**config.mk**
```make
export PLATFORM = sky130hd
export DESIGN_NAME = ifcrq_ctrl
export DESIGN_NICKNAME = d
export VERILOG_FILES = /design/src/rtl/ifcrq_pkg.sv /design/src/rtl/ifcrq_ctrl.sv
export SDC_FILE = /design/constraint.sdc
export NUM_CORES = 1
export LEC_CHECK = 0
export ABC_AREA = 1
export BUFFER_PORTS_ARGS = -buffer_cell sky130_fd_sc_hd__buf_2
export CAP_MARGIN = 20
export CORE_AREA = 2 2 39 41
export CTS_CLUSTER_DIAMETER = 50
export CTS_CLUSTER_SIZE = 28
export DETAILED_ROUTE_END_ITERATION = 8
export DIE_AREA = 0 0 41 43
export MAX_ROUTING_LAYER = met4
export PLACE_DENSITY_LB_ADDON = 0.15
export SLEW_MARGIN = 20
export SYNTH_ARGS = -nofsm -noshare
export SYNTH_HDL_FRONTEND = slang
export SYNTH_SLANG_ARGS = --single-unit
export TNS_END_PERCENT = 10
```
**constraint.sdc**
```tcl
create_clock -name clk -period 2.7 [get_ports clk]
set_input_delay 0 -clock clk [delete_from_list [all_inputs] [get_ports clk]]
set_output_delay 0 -clock clk [all_outputs]
set_load 0.02 [all_outputs]
```
**src/rtl/ifcrq_pkg.sv**
```systemverilog
// Shared types and constants for the int8 fully connected requantize core.
// Used by the controller, the datapath and the top level; no dependencies.
package ifcrq_pkg;

    localparam int ActW    = 8;
    localparam int OffW    = 9;
    localparam int OutW    = 8;
    localparam int MultW   = 31;
    localparam int ShiftW  = 6;
    localparam int BiasW   = 32;
    localparam int AccW    = 32;
    localparam int OpW     = 10;   // int8 plus a 9 bit offset
    localparam int ProdW   = 2 * OpW;
    localparam int WideW   = 64;
    localparam int CfgIdxW = 3;
    localparam int CfgW    = 31;
    localparam int InDataW = 48;

    // configuration register indexes
    localparam logic [CfgIdxW-1:0] REG_INPUT_OFFSET   = 3'd0;
    localparam logic [CfgIdxW-1:0] REG_WEIGHT_OFFSET  = 3'd1;
    localparam logic [CfgIdxW-1:0] REG_OUTPUT_OFFSET  = 3'd2;
    localparam logic [CfgIdxW-1:0] REG_OUT_MULTIPLIER = 3'd3;
    localparam logic [CfgIdxW-1:0] REG_OUT_SHIFT      = 3'd4;
    localparam logic [CfgIdxW-1:0] REG_CLAMP_MIN      = 3'd5;
    localparam logic [CfgIdxW-1:0] REG_CLAMP_MAX      = 3'd6;

    localparam logic [MultW-1:0]         MULT_RESET = 31'h4000_0000;
    localparam logic signed [OutW-1:0]   CLAMP_MIN_RESET = -8'sd128;
    localparam logic signed [OutW-1:0]   CLAMP_MAX_RESET = 8'sd127;

    localparam logic signed [WideW-1:0]  NUDGE_POS = 64'sd1 <<< 30;
    localparam logic signed [WideW-1:0]  NUDGE_NEG = 64'sd1 - (64'sd1 <<< 30);
    localparam logic signed [WideW-1:0]  TRUNC_BIAS = (64'sd1 <<< 31) - 64'sd1;
    localparam logic [4:0]               RSH_MAX = 5'd31;

    typedef enum logic [7:0] {
        ST_MAC   = 8'b0000_0001,
        ST_LAST  = 8'b0000_0010,
        ST_BIAS  = 8'b0000_0100,
        ST_MUL   = 8'b0000_1000,
        ST_NUDGE = 8'b0001_0000,
        ST_DIV   = 8'b0010_0000,
        ST_RSH   = 8'b0100_0000,
        ST_EMIT  = 8'b1000_0000
    } state_t;

    typedef struct packed {
        logic accept;
        logic bias;
        logic mul;
        logic nudge;
        logic div;
        logic rsh;
        logic emit;
    } cmd_t;

    typedef struct packed {
        logic out_free;
    } sts_t;

endpackage

```
**src/rtl/ifcrq_ctrl.sv**
```systemverilog
// Sequencer for the requantize core: runs the MAC phase and the requantize steps.
// Depends on ifcrq_pkg; drives the datapath through cmd_t and reads sts_t.
module ifcrq_ctrl
    import ifcrq_pkg::*;
(
    input  logic clk,
    input  logic rst_n,
    input  logic s_tvalid,
    input  logic s_tlast,
    output logic s_tready,
    input  sts_t sts,
    output cmd_t cmd
);

    state_t state_reg;
    state_t state_next;

    always_ff @(posedge clk or negedge rst_n)
    begin
        if (!rst_n)
        begin
            state_reg <= ST_MAC;
        end
        else
        begin
            state_reg <= state_next;
        end
    end

    always_comb
    begin
        state_next = state_reg;
        unique case (state_reg)
            ST_MAC:
            begin
                if (s_tvalid && s_tlast)
                begin
                    state_next = ST_LAST;
                end
            end
            ST_LAST:  state_next = ST_BIAS;
            ST_BIAS:  state_next = ST_MUL;
            ST_MUL:   state_next = ST_NUDGE;
            ST_NUDGE: state_next = ST_DIV;
            ST_DIV:   state_next = ST_RSH;
            ST_RSH:   state_next = ST_EMIT;
            ST_EMIT:
            begin
                // hold until the output register can take the item
                if (sts.out_free)
                begin
                    state_next = ST_MAC;
                end
            end
            default:  state_next = ST_MAC;
        endcase
    end

    assign s_tready   = (state_reg == ST_MAC);
    assign cmd.accept = (state_reg == ST_MAC) && s_tvalid;
    assign cmd.bias   = (state_reg == ST_BIAS);
    assign cmd.mul    = (state_reg == ST_MUL);
    assign cmd.nudge  = (state_reg == ST_NUDGE);
    assign cmd.div    = (state_reg == ST_DIV);
    assign cmd.rsh    = (state_reg == ST_RSH);
    assign cmd.emit   = (state_reg == ST_EMIT) && sts.out_free;

endmodule

```
==> qor.yml, run 1 <==
outcome: "completed"
die_h_um: 43
pre_cts_ws_ns: 1.52
syn_inst: 78
place_inst: 105
setup_viol: 0
synth_most_common_cell: "nand2_1"
clockBufferDepth: 2
cp-end-kind: "output port"
drc: 0
ys_types: 17
ys_ff_latch: 8
synth_nets: 83
relSlewSlack: 0.874
cts-root-buf: "clkbuf_4"
coreArea_um2: 1380
critPathSlowestCell: "dfstp_2"
min_period_ns: 1.36
synth_commonest_cells: "19 x nand2_1, 18 x inv_1, 13 x nor2_1"
drt_iter0_markers: 5
worstMarginPinSlew_ns: 0.189
sw_frac_of_total: 0.425
place.gp.congestion: 0.756
vias: 477
post-cts-setup-buffers: 0
internal-power_uw: 303
startpoint_type: "flip-flop"
holdBufCountCts: 1
largest_reg_flops: 8
avgSynthCellArea_um2: 6.87
maxCapViolCount: 0
numPortBuffers: 12
cp.required_ns: 2.70
arrival_ns: 1.36
layout_setup_ws_ns: 1.34
avgViaCountPerCell: 4.34
cts-resized-gates: 0
ys_async_sr_fraction: 1.00
nNetsFinal: 100
hp-class: "in -> reg"
clkPwrFrac: 0.191
max_freq_mhz: 734
timing_worst_setup_path_type: "reg -> out"
numClockSinks: 8
htreeDepth: 1
yosysTopAreaCell: "dfrtp_1"
instances_no_fill: 110
row_count: 14
syn_area_um2: 536
final_util: 0.466
setup_tns_ns: 0
dp_hpwl_um: 794
die_w_um: 41
grt_usage: 0.143
crit_path_max_fanout: 3
finalHoldViolCount: 0
ys_warn_count: 0
p_leak_nw: 0.456
ir_drop_uv: 428
max_stage_delay_ns: 0.55
grt_pass1_wl_um: 1590
power_frac_comb: 0.484
slew_violations: 0
cts_made_buffers: 3
rsz0062_at_grt: "false"
dieArea_um2: 1760
area.growth.synth_to_final_pct: 20.3
avgRoutedWirePerCell_um: 8.90
firstDrtPassIters: 2
clk_latency_ns: 0.25
num_antenna_cells: 0
yosys-top-cells-area: "dfrtp_1 33%, nand2_1 13%, inv_1 13%, nor2_1 9.1%, dfstp_2 4.9%"
grt_max_degree: 9
ys_seq_area_frac: 0.376
grt-ovfl-total: 0
netlist.area_leader.share: 0.327
ant_nets: 0
p_sw_uw: 224
fin_skew_ns: 0.00471
cp_cell_sequence: "nand2_2, nor2_1, and3_2, buf_2"
grt_pass1_vias: 407
seqPwrFrac: 0.325
ys.flop_type: "dfrtp_1"
powerDensity_nw_per_um2: 819
finalCritPeriodShare: 0.504
antenna_found_initial: 0
synth-edff-count: 0
tritoncts: "yes"
drive_gt1_frac: 0.330
totalWireLength_um: 979
clkTransAtPathRegs_ns: 0.06
initial_core_util: 0.387
num_io_pins: 13
area by class of cell:
type | instances | area, um^2
flip-flops and latches | 8 | 201
well taps | 16 | 20.0
fillers | 153 | 739
repair buffers | 13 | 70.1
inverters | 22 | 85.1
clock buffers | 4 | 26.3
multi-input cells | 47 | 241
logic make-up after synthesis:
| group | Yosys count | share of synthesized area |
|---|---|---|
| buffers and inverters | 23 | 0.173 |
| and+or+nand+nor | 47 | 0.451 |
| DFF | 8 | 0.376 |
layout by cell type (no fill, tap or decap), types with 2 or more instances in the layout:
master / n
buf_2: 12
inv_2: 3
nor2_1: 13
nand4_1: 2
inv_1: 18
clkbuf_4: 3
nand2_1: 19
nor2_2: 2
dfrtp_1: 7
nand3_1: 2
nand2_2: 3
nand2_4: 2
through the flow:
step           area (um^2)  hold slack, ns  power (mW)
3_5_place_dp           608          -0.145       0.431
2_1_floorplan          536          -0.296       0.380
6_report               644         0.00270       0.528
3_3_place_gp           608          -0.144       0.429
4_1_cts                644         0.00549       0.536
5_1_grt                644          0.0153       0.579
critical path, delay by kind of cell (launching register included):
kind | cells | cell delay (ns)
and+or+nand+nor | 3 | 0.41
buffers and inverters | 1 | 0.15
DFF | 1 | 0.55
power by group through the flow:
stage / registers (mW) / clock network [mW] / logic (mW)
after global placement: 0.172 / 0 / 0.257
after detailed placement: 0.173 / 0 / 0.258
final: 0.172 / 0.101 / 0.256
after CTS: 0.171 / 0.105 / 0.260
after floorplan: 0.169 / 0 / 0.211
after global routing: 0.176 / 0.113 / 0.290
final timing paths:
path,from,endpoint,slack (ns),depth (start not counted)
worst max-delay path,state_reg[0],cmd[6],1.34,4
worst min-delay path,s_tlast,state_reg[0],0.003,4
worst max register to register,state_reg[0],state_reg[1],1.53,7
worst min register to register,state_reg[3],state_reg[5],0.60,3
max in group asynchronous,rst_n,state_reg[0],2.35,2
min in group asynchronous,rst_n,state_reg[2],0.11,2
per-layer routing:
layer  vias to the layer above  GRT usage  routed length, um
met2                         7      0.181                483
met4                         0      0.120                 19
met1                       212      0.194                449
met3                         2     0.0157                 27
li1                        256          -                  -
met5                         -          -                  0
Power figures use the tool's default switching activity.
==> inputs of run 2 (changes only) <==
==> constraint.sdc (replaced) <==
create_clock -name clk -period 1.43 [get_ports clk]
set_input_delay 0 -clock clk [delete_from_list [all_inputs] [get_ports clk]]
set_output_delay 0 -clock clk [all_outputs]
set_load 0.02 [all_outputs]
==> run 2 against run 1 <==
Net effect: sequential power rose by 88%; critical endpoint unchanged; register-to-register slack got worse by 1.3 ns; combinational power rose by 92%; routed wire length rose by 0.20%.
==> qor.yml, run 2 (synthesized netlist as in run 1, its figures left out) <==
hp-class: "in -> reg"
dieArea_um2: 1760
nFillCells: 152
endpoint: "cmd[6]"
worstMarginPinSlew_ns: 0.189
num_io_pins: 13
layout_common_cells: "19 x nand2_1, 18 x inv_1, 12 x nor2_1, 12 x buf_2, 7 x dfrtp_1"
final_util: 0.467
pre_cts_ws_ns: 0.251
slew_violations: 0
firstDrtPassIters: 2
max_freq_mhz: 748
antenna_found_initial: 0
critPathSlowestCell: "dfstp_2"
tritoncts: "yes"
htreeDepth: 1
avgViaCountPerCell: 4.34
clk_latency_ns: 0.25
drt_iter0_markers: 5
startpoint_type: "flip-flop"
cts_made_buffers: 3
layout_setup_ws_ns: 0.0930
numPortBuffers: 12
drc: 0
reg2reg_depth: 7
dpl_cell_area_um2: 608
maxCapViolCount: 0
timing_worst_setup_path_type: "reg -> out"
area.growth.synth_to_final_pct: 20.8
timing.rr.start: "state_reg[0]"
cts-root-buf: "clkbuf_4"
vias: 477
totalWireLength_um: 981
ant_nets: 0
min_period_ns: 1.34
clkTransAtPathRegs_ns: 0.06
cp_cell_sequence: "nand2_2, nor2_2, and3_2, buf_2"
grt_max_degree: 9
max_stage_delay_ns: 0.55
p_leak_nw: 0.456
clockBufferDepth: 2
power_frac_comb: 0.489
finalCritPeriodShare: 0.935
rsz0062_at_grt: "false"
p_sw_uw: 429
drive_gt1_frac: 0.340
grt_pass1_vias: 407
cp-end-kind: "output port"
initial_core_util: 0.387
coreArea_um2: 1380
clkPwrFrac: 0.189
cp.required_ns: 1.43
die_w_um: 41
cp-startpoint: "state_reg[0]"
nNetsFinal: 100
grt-ovfl-total: 0
arrival_ns: 1.34
row_count: 14
grt_usage: 0.143
die_h_um: 43
setup_viol: 0
setup_tns_ns: 0
internal-power_uw: 577
numClockSinks: 8
r2r-end: "state_reg[1]"
avgRoutedWirePerCell_um: 8.92
layout_commonest_cell: "nand2_1"
dp_hpwl_um: 794
relSlewSlack: 0.874
num_antenna_cells: 0
powerDensity_nw_per_um2: 1560
sw_frac_of_total: 0.426
fin_skew_ns: 0.00456
finalPower_mw: 1.01
largest_reg_flops: 8
crit_path_max_fanout: 3
grt_pass1_wl_um: 1590
ir_drop_uv: 818
seqPwrFrac: 0.322
outcome: "completed"
place.gp.congestion: 0.756
final_cell_area_um2: 647
reg2reg_slack_ns: 0.28
finalHoldViolCount: 0
-- run 2: cell counts in the layout (fill, tap and decap cells not counted) --
No cell type changed its count.
-- run 2: final cells by class --
| class | count | area [um^2] | share of cell area |
|---|---|---|---|
| Clock buffer | 4 | 26.3 | 0.0406 |
| Multi-Input combinational cell | 47 | 244 | 0.377 |
| Timing Repair Buffer | 13 | 70.1 | 0.108 |
| Sequential cell | 8 | 201 | 0.311 |
| Tap cell | 16 | 20.0 | 0.0309 |
| Inverter | 22 | 85.1 | 0.132 |
-- run 2: metrics by stage --
step                      instances  hold WS, ns
after global placement          105       -0.144
after detailed placement        105       -0.145
after CTS                       110      0.00549
after global routing            110       0.0153
after floorplan                  78       -0.296
final                           110      0.00421
-- run 2: worst min-delay path by stage --
stage | endpoint | from | cells after the start | slack (ns)
detailed placement | state_reg[3] | rst_n | 1 | -0.15
finish | state_reg[0] | s_tlast | 4 | 0.004
floorplan | state_reg[1] | rst_n | 0 | -0.30
global route | state_reg[0] | s_tlast | 4 | 0.02
global placement | state_reg[2] | rst_n | 1 | -0.14
CTS | state_reg[0] | s_tlast | 4 | 0.005
-- run 2: critical path, delay by kind of cell, from the launching register on --
family	cells	cell delay (ns)
flip-flops	1	0.55
AND/OR/NAND/NOR	3	0.38
buffers and inverters	1	0.15
-- run 2: power groups by stage --
stage               clock network (mW)  registers (mW)  logic [mW]
floorplan                            0           0.319       0.399
detailed placement                   0           0.327       0.487
global route                     0.214           0.332       0.557
global placement                     0           0.324       0.486
CTS                              0.198           0.323       0.491
finish                           0.190           0.324       0.492
-- run 2: metal layers --
metal / GRT usage / part of all wire
met5: - / 0
met4: 0.120 / 0.019
met1: 0.194 / 0.46
met2: 0.181 / 0.49
met3: 0.0157 / 0.029
-- run 2: timing repair --
action,CTS,global route
resized for setup,0,1
hold endpoints to repair,8,0
hold buffers,1,0
setup endpoints to repair,0,1
buffers inserted,0,0
==> inputs of run 3 (changes only) <==
--- a/config.mk
+++ b/config.mk
@@ -5,7 +5,6 @@
 export SDC_FILE = /design/constraint.sdc
 export NUM_CORES = 1
 export LEC_CHECK = 0
-export ABC_AREA = 1
 export BUFFER_PORTS_ARGS = -buffer_cell sky130_fd_sc_hd__buf_2
 export CAP_MARGIN = 20
 export CORE_AREA = 2 2 39 41
==> run 3 against run 2 <==
Net effect: the flow now finishes with violations (setup timing); largest cell class unchanged; maximum frequency down 14%; routed wire length up 3.5%; combinational power down 19%; die area unchanged; core utilization up 4.1 points.
==> qor.yml, run 3 <==
num_antenna_cells: 0
fin_skew_ns: 0.00190
nFillCells: 134
worstMarginPinSlew_ns: 0.335
grt_pass1_wl_um: 1420
crit_path_max_fanout: 4
seq_area_um2: 203
numPortBuffers: 12
whs_ns: 0.0273
ys_async_sr_fraction: 1.00
area.growth.synth_to_final_pct: 61.5
critPathSlowestCell: "dfrtp_1"
place.gp.congestion: 0.677
timing_worst_setup_path_type: "reg -> out"
grt_pass1_vias: 336
synth-edff-count: 0
cp_cell_sequence: "nor2_2, nand2_2, or3_4, nor3b_2, buf_4"
startpoint_type: "flip-flop"
ant_nets: 0
nNetsFinal: 79
avgViaCountPerCell: 4.76
r2r-end: "state_reg[0]"
multiInputGateArea_um2: 267
relSlewSlack: 0.777
cp.required_ns: 1.43
powerDensity_nw_per_um2: 1250
avgSynthCellArea_um2: 9.68
vias: 424
netlist.area_leader.share: 0.402
drt-met1-wl_um: 482
hp-class: "in -> reg"
outcome: "finished, violations left"
drt_iter0_markers: 2
tritoncts: "yes"
grt-ovfl-total: 0
row_count: 14
ys_types: 22
reg2reg_depth: 4
largest_reg_flops: 8
drive_gt1_frac: 0.575
ys_ff_latch: 8
firstDrtPassIters: 4
dieArea_um2: 1760
min_period_ns: 1.55
syn_inst: 45
endpoint: "cmd[3]"
final_cell_area_um2: 703
finalHoldViolCount: 0
arrival_ns: 1.55
yosysTopAreaCell: "dfrtp_1"
maxCapViolCount: 0
timing.rr.start: "state_reg[6]"
die_w_um: 41
antenna_found_initial: 0
layout_commonest_cell: "buf_4"
layout_common_cells: "17 x buf_4, 7 x nor2_1, 6 x dfrtp_1"
setup_viol: 6
dr.max_layer_used: "met3"
synth_commonest_cells: "8 x nor2_1, 7 x dfrtp_1, 5 x nor3b_1"
cts_made_buffers: 3
grt_max_degree: 9
layout_setup_ws_ns: -0.121
coreArea_um2: 1380
yosys-top-cells-area: "dfrtp_1 40%, nor3b_1 8.6%, nor2_1 6.9%, dfstp_2 6.0%, nand3b_1 5.2%"
initial_core_util: 0.315
syn_area_um2: 435
cp-startpoint: "state_reg[6]"
synth_nets: 50
wl_met3_um: 54
max_stage_delay_ns: 0.39
avgRoutedWirePerCell_um: 11.4
num_io_pins: 13
dp_hpwl_um: 706
cts-root-buf: "clkbuf_4"
numClockSinks: 8
drc: 0
grt_usage: 0.130
wl_met2_um: 478
htreeDepth: 1
totalWireLength_um: 1020
ys_warn_count: 0
dpl_cell_area_um2: 551
p_leak_nw: 0.323
synth_most_common_cell: "nor2_1"
violations: "setup timing"
reg2reg_slack_ns: 0.08
ys.flop_type: "dfrtp_1"
slew_violations: 0
clkTransAtPathRegs_ns: 0.06
max_freq_mhz: 645
ys_seq_area_frac: 0.463
clockBufferDepth: 2
die_h_um: 43
ir_drop_uv: 521
finalCritPeriodShare: 1.08
rsz0062_at_grt: "true"
cp-end-kind: "output port"
clk_latency_ns: 0.25
run 3: cell count changes after synthesis, sizes merged, moves of 2 or more:
cell | previous run | this run
or3 | 0 | 2
nand3 | 3 | 0
nor2 | 16 | 10
nor4 | 0 | 2
nand4 | 2 | 0
a31oi | 0 | 2
nand3b | 0 | 3
nor3b | 0 | 5
nand2 | 24 | 4
inv | 22 | 1
run 3: how the worst min path moves through the flow:
stage	cells past startpoint	endpoint	from
5_1_grt	3	state_reg[1]	s_tvalid
3_5_place_dp	1	state_reg[1]	rst_n
6_report	3	state_reg[1]	s_tvalid
4_1_cts	3	state_reg[1]	s_tvalid
2_1_floorplan	0	state_reg[1]	rst_n
3_3_place_gp	1	state_reg[1]	rst_n
run 3: logic make-up after synthesis:
group / Yosys count / synth area share
simple gates: 30 / 0.431
flops: 8 / 0.463
compound gates: 4 / 0.0603
buf+inv: 2 / 0.0259
xor+xnor: 1 / 0.0201
run 3: final cells by class:
cell class,instances,share of cell area
clock buffer,4,0.0374
multi-input combinational,35,0.379
inverter,1,0.00534
tap,16,0.0285
timing repair buffer,25,0.262
sequential,8,0.288
run 3: power breakdown:
group | leakage, nW | switching (mW) | total, mW | internal [mW]
clock | 0.0150 | 0.0826 | 0.190 | 0.107
sequential | 0.106 | 0.0290 | 0.290 | 0.261
combinational | 0.202 | 0.205 | 0.398 | 0.192
run 3: per-stage QoR:
step / setup slack, ns / total power [mW] / util / TNS, ns / std cells
6_report: -0.121 / 0.878 / 0.508 / -0.420 / 89
5_1_grt: -0.214 / 0.952 / 0.508 / -0.986 / 89
4_1_cts: -0.144 / 0.818 / 0.466 / -0.406 / 86
3_5_place_dp: 0.0813 / 0.597 / 0.398 / 0 / 77
3_3_place_gp: 0.0865 / 0.598 / 0.398 / 0 / 77
2_1_floorplan: -0.0895 / 0.494 / - / -0.156 / 45
run 3: metal layers:
| layer | vias to the layer above | global-route usage |
|---|---|---|
| li1 | 215 | - |
| met4 | 0 | 0.0800 |
| met1 | 199 | 0.172 |
| met5 | - | - |
| met2 | 10 | 0.163 |
| met3 | 0 | 0.0471 |
run 3: repair_timing:
item	4_1_cts	5_1_grt
setup endpoints to repair	6	9
pin swaps	1	9
buffers inserted	3	3
hold buffers	2	0
gates resized for setup	7	11
endpoints found under the hold margin	9	0
run 3: worst max-delay path, delay by kind of cell (launching register included):
family | cells | cell delay (ns)
buf+inv | 1 | 0.16
simple gates | 4 | 0.75
flops | 1 | 0.39
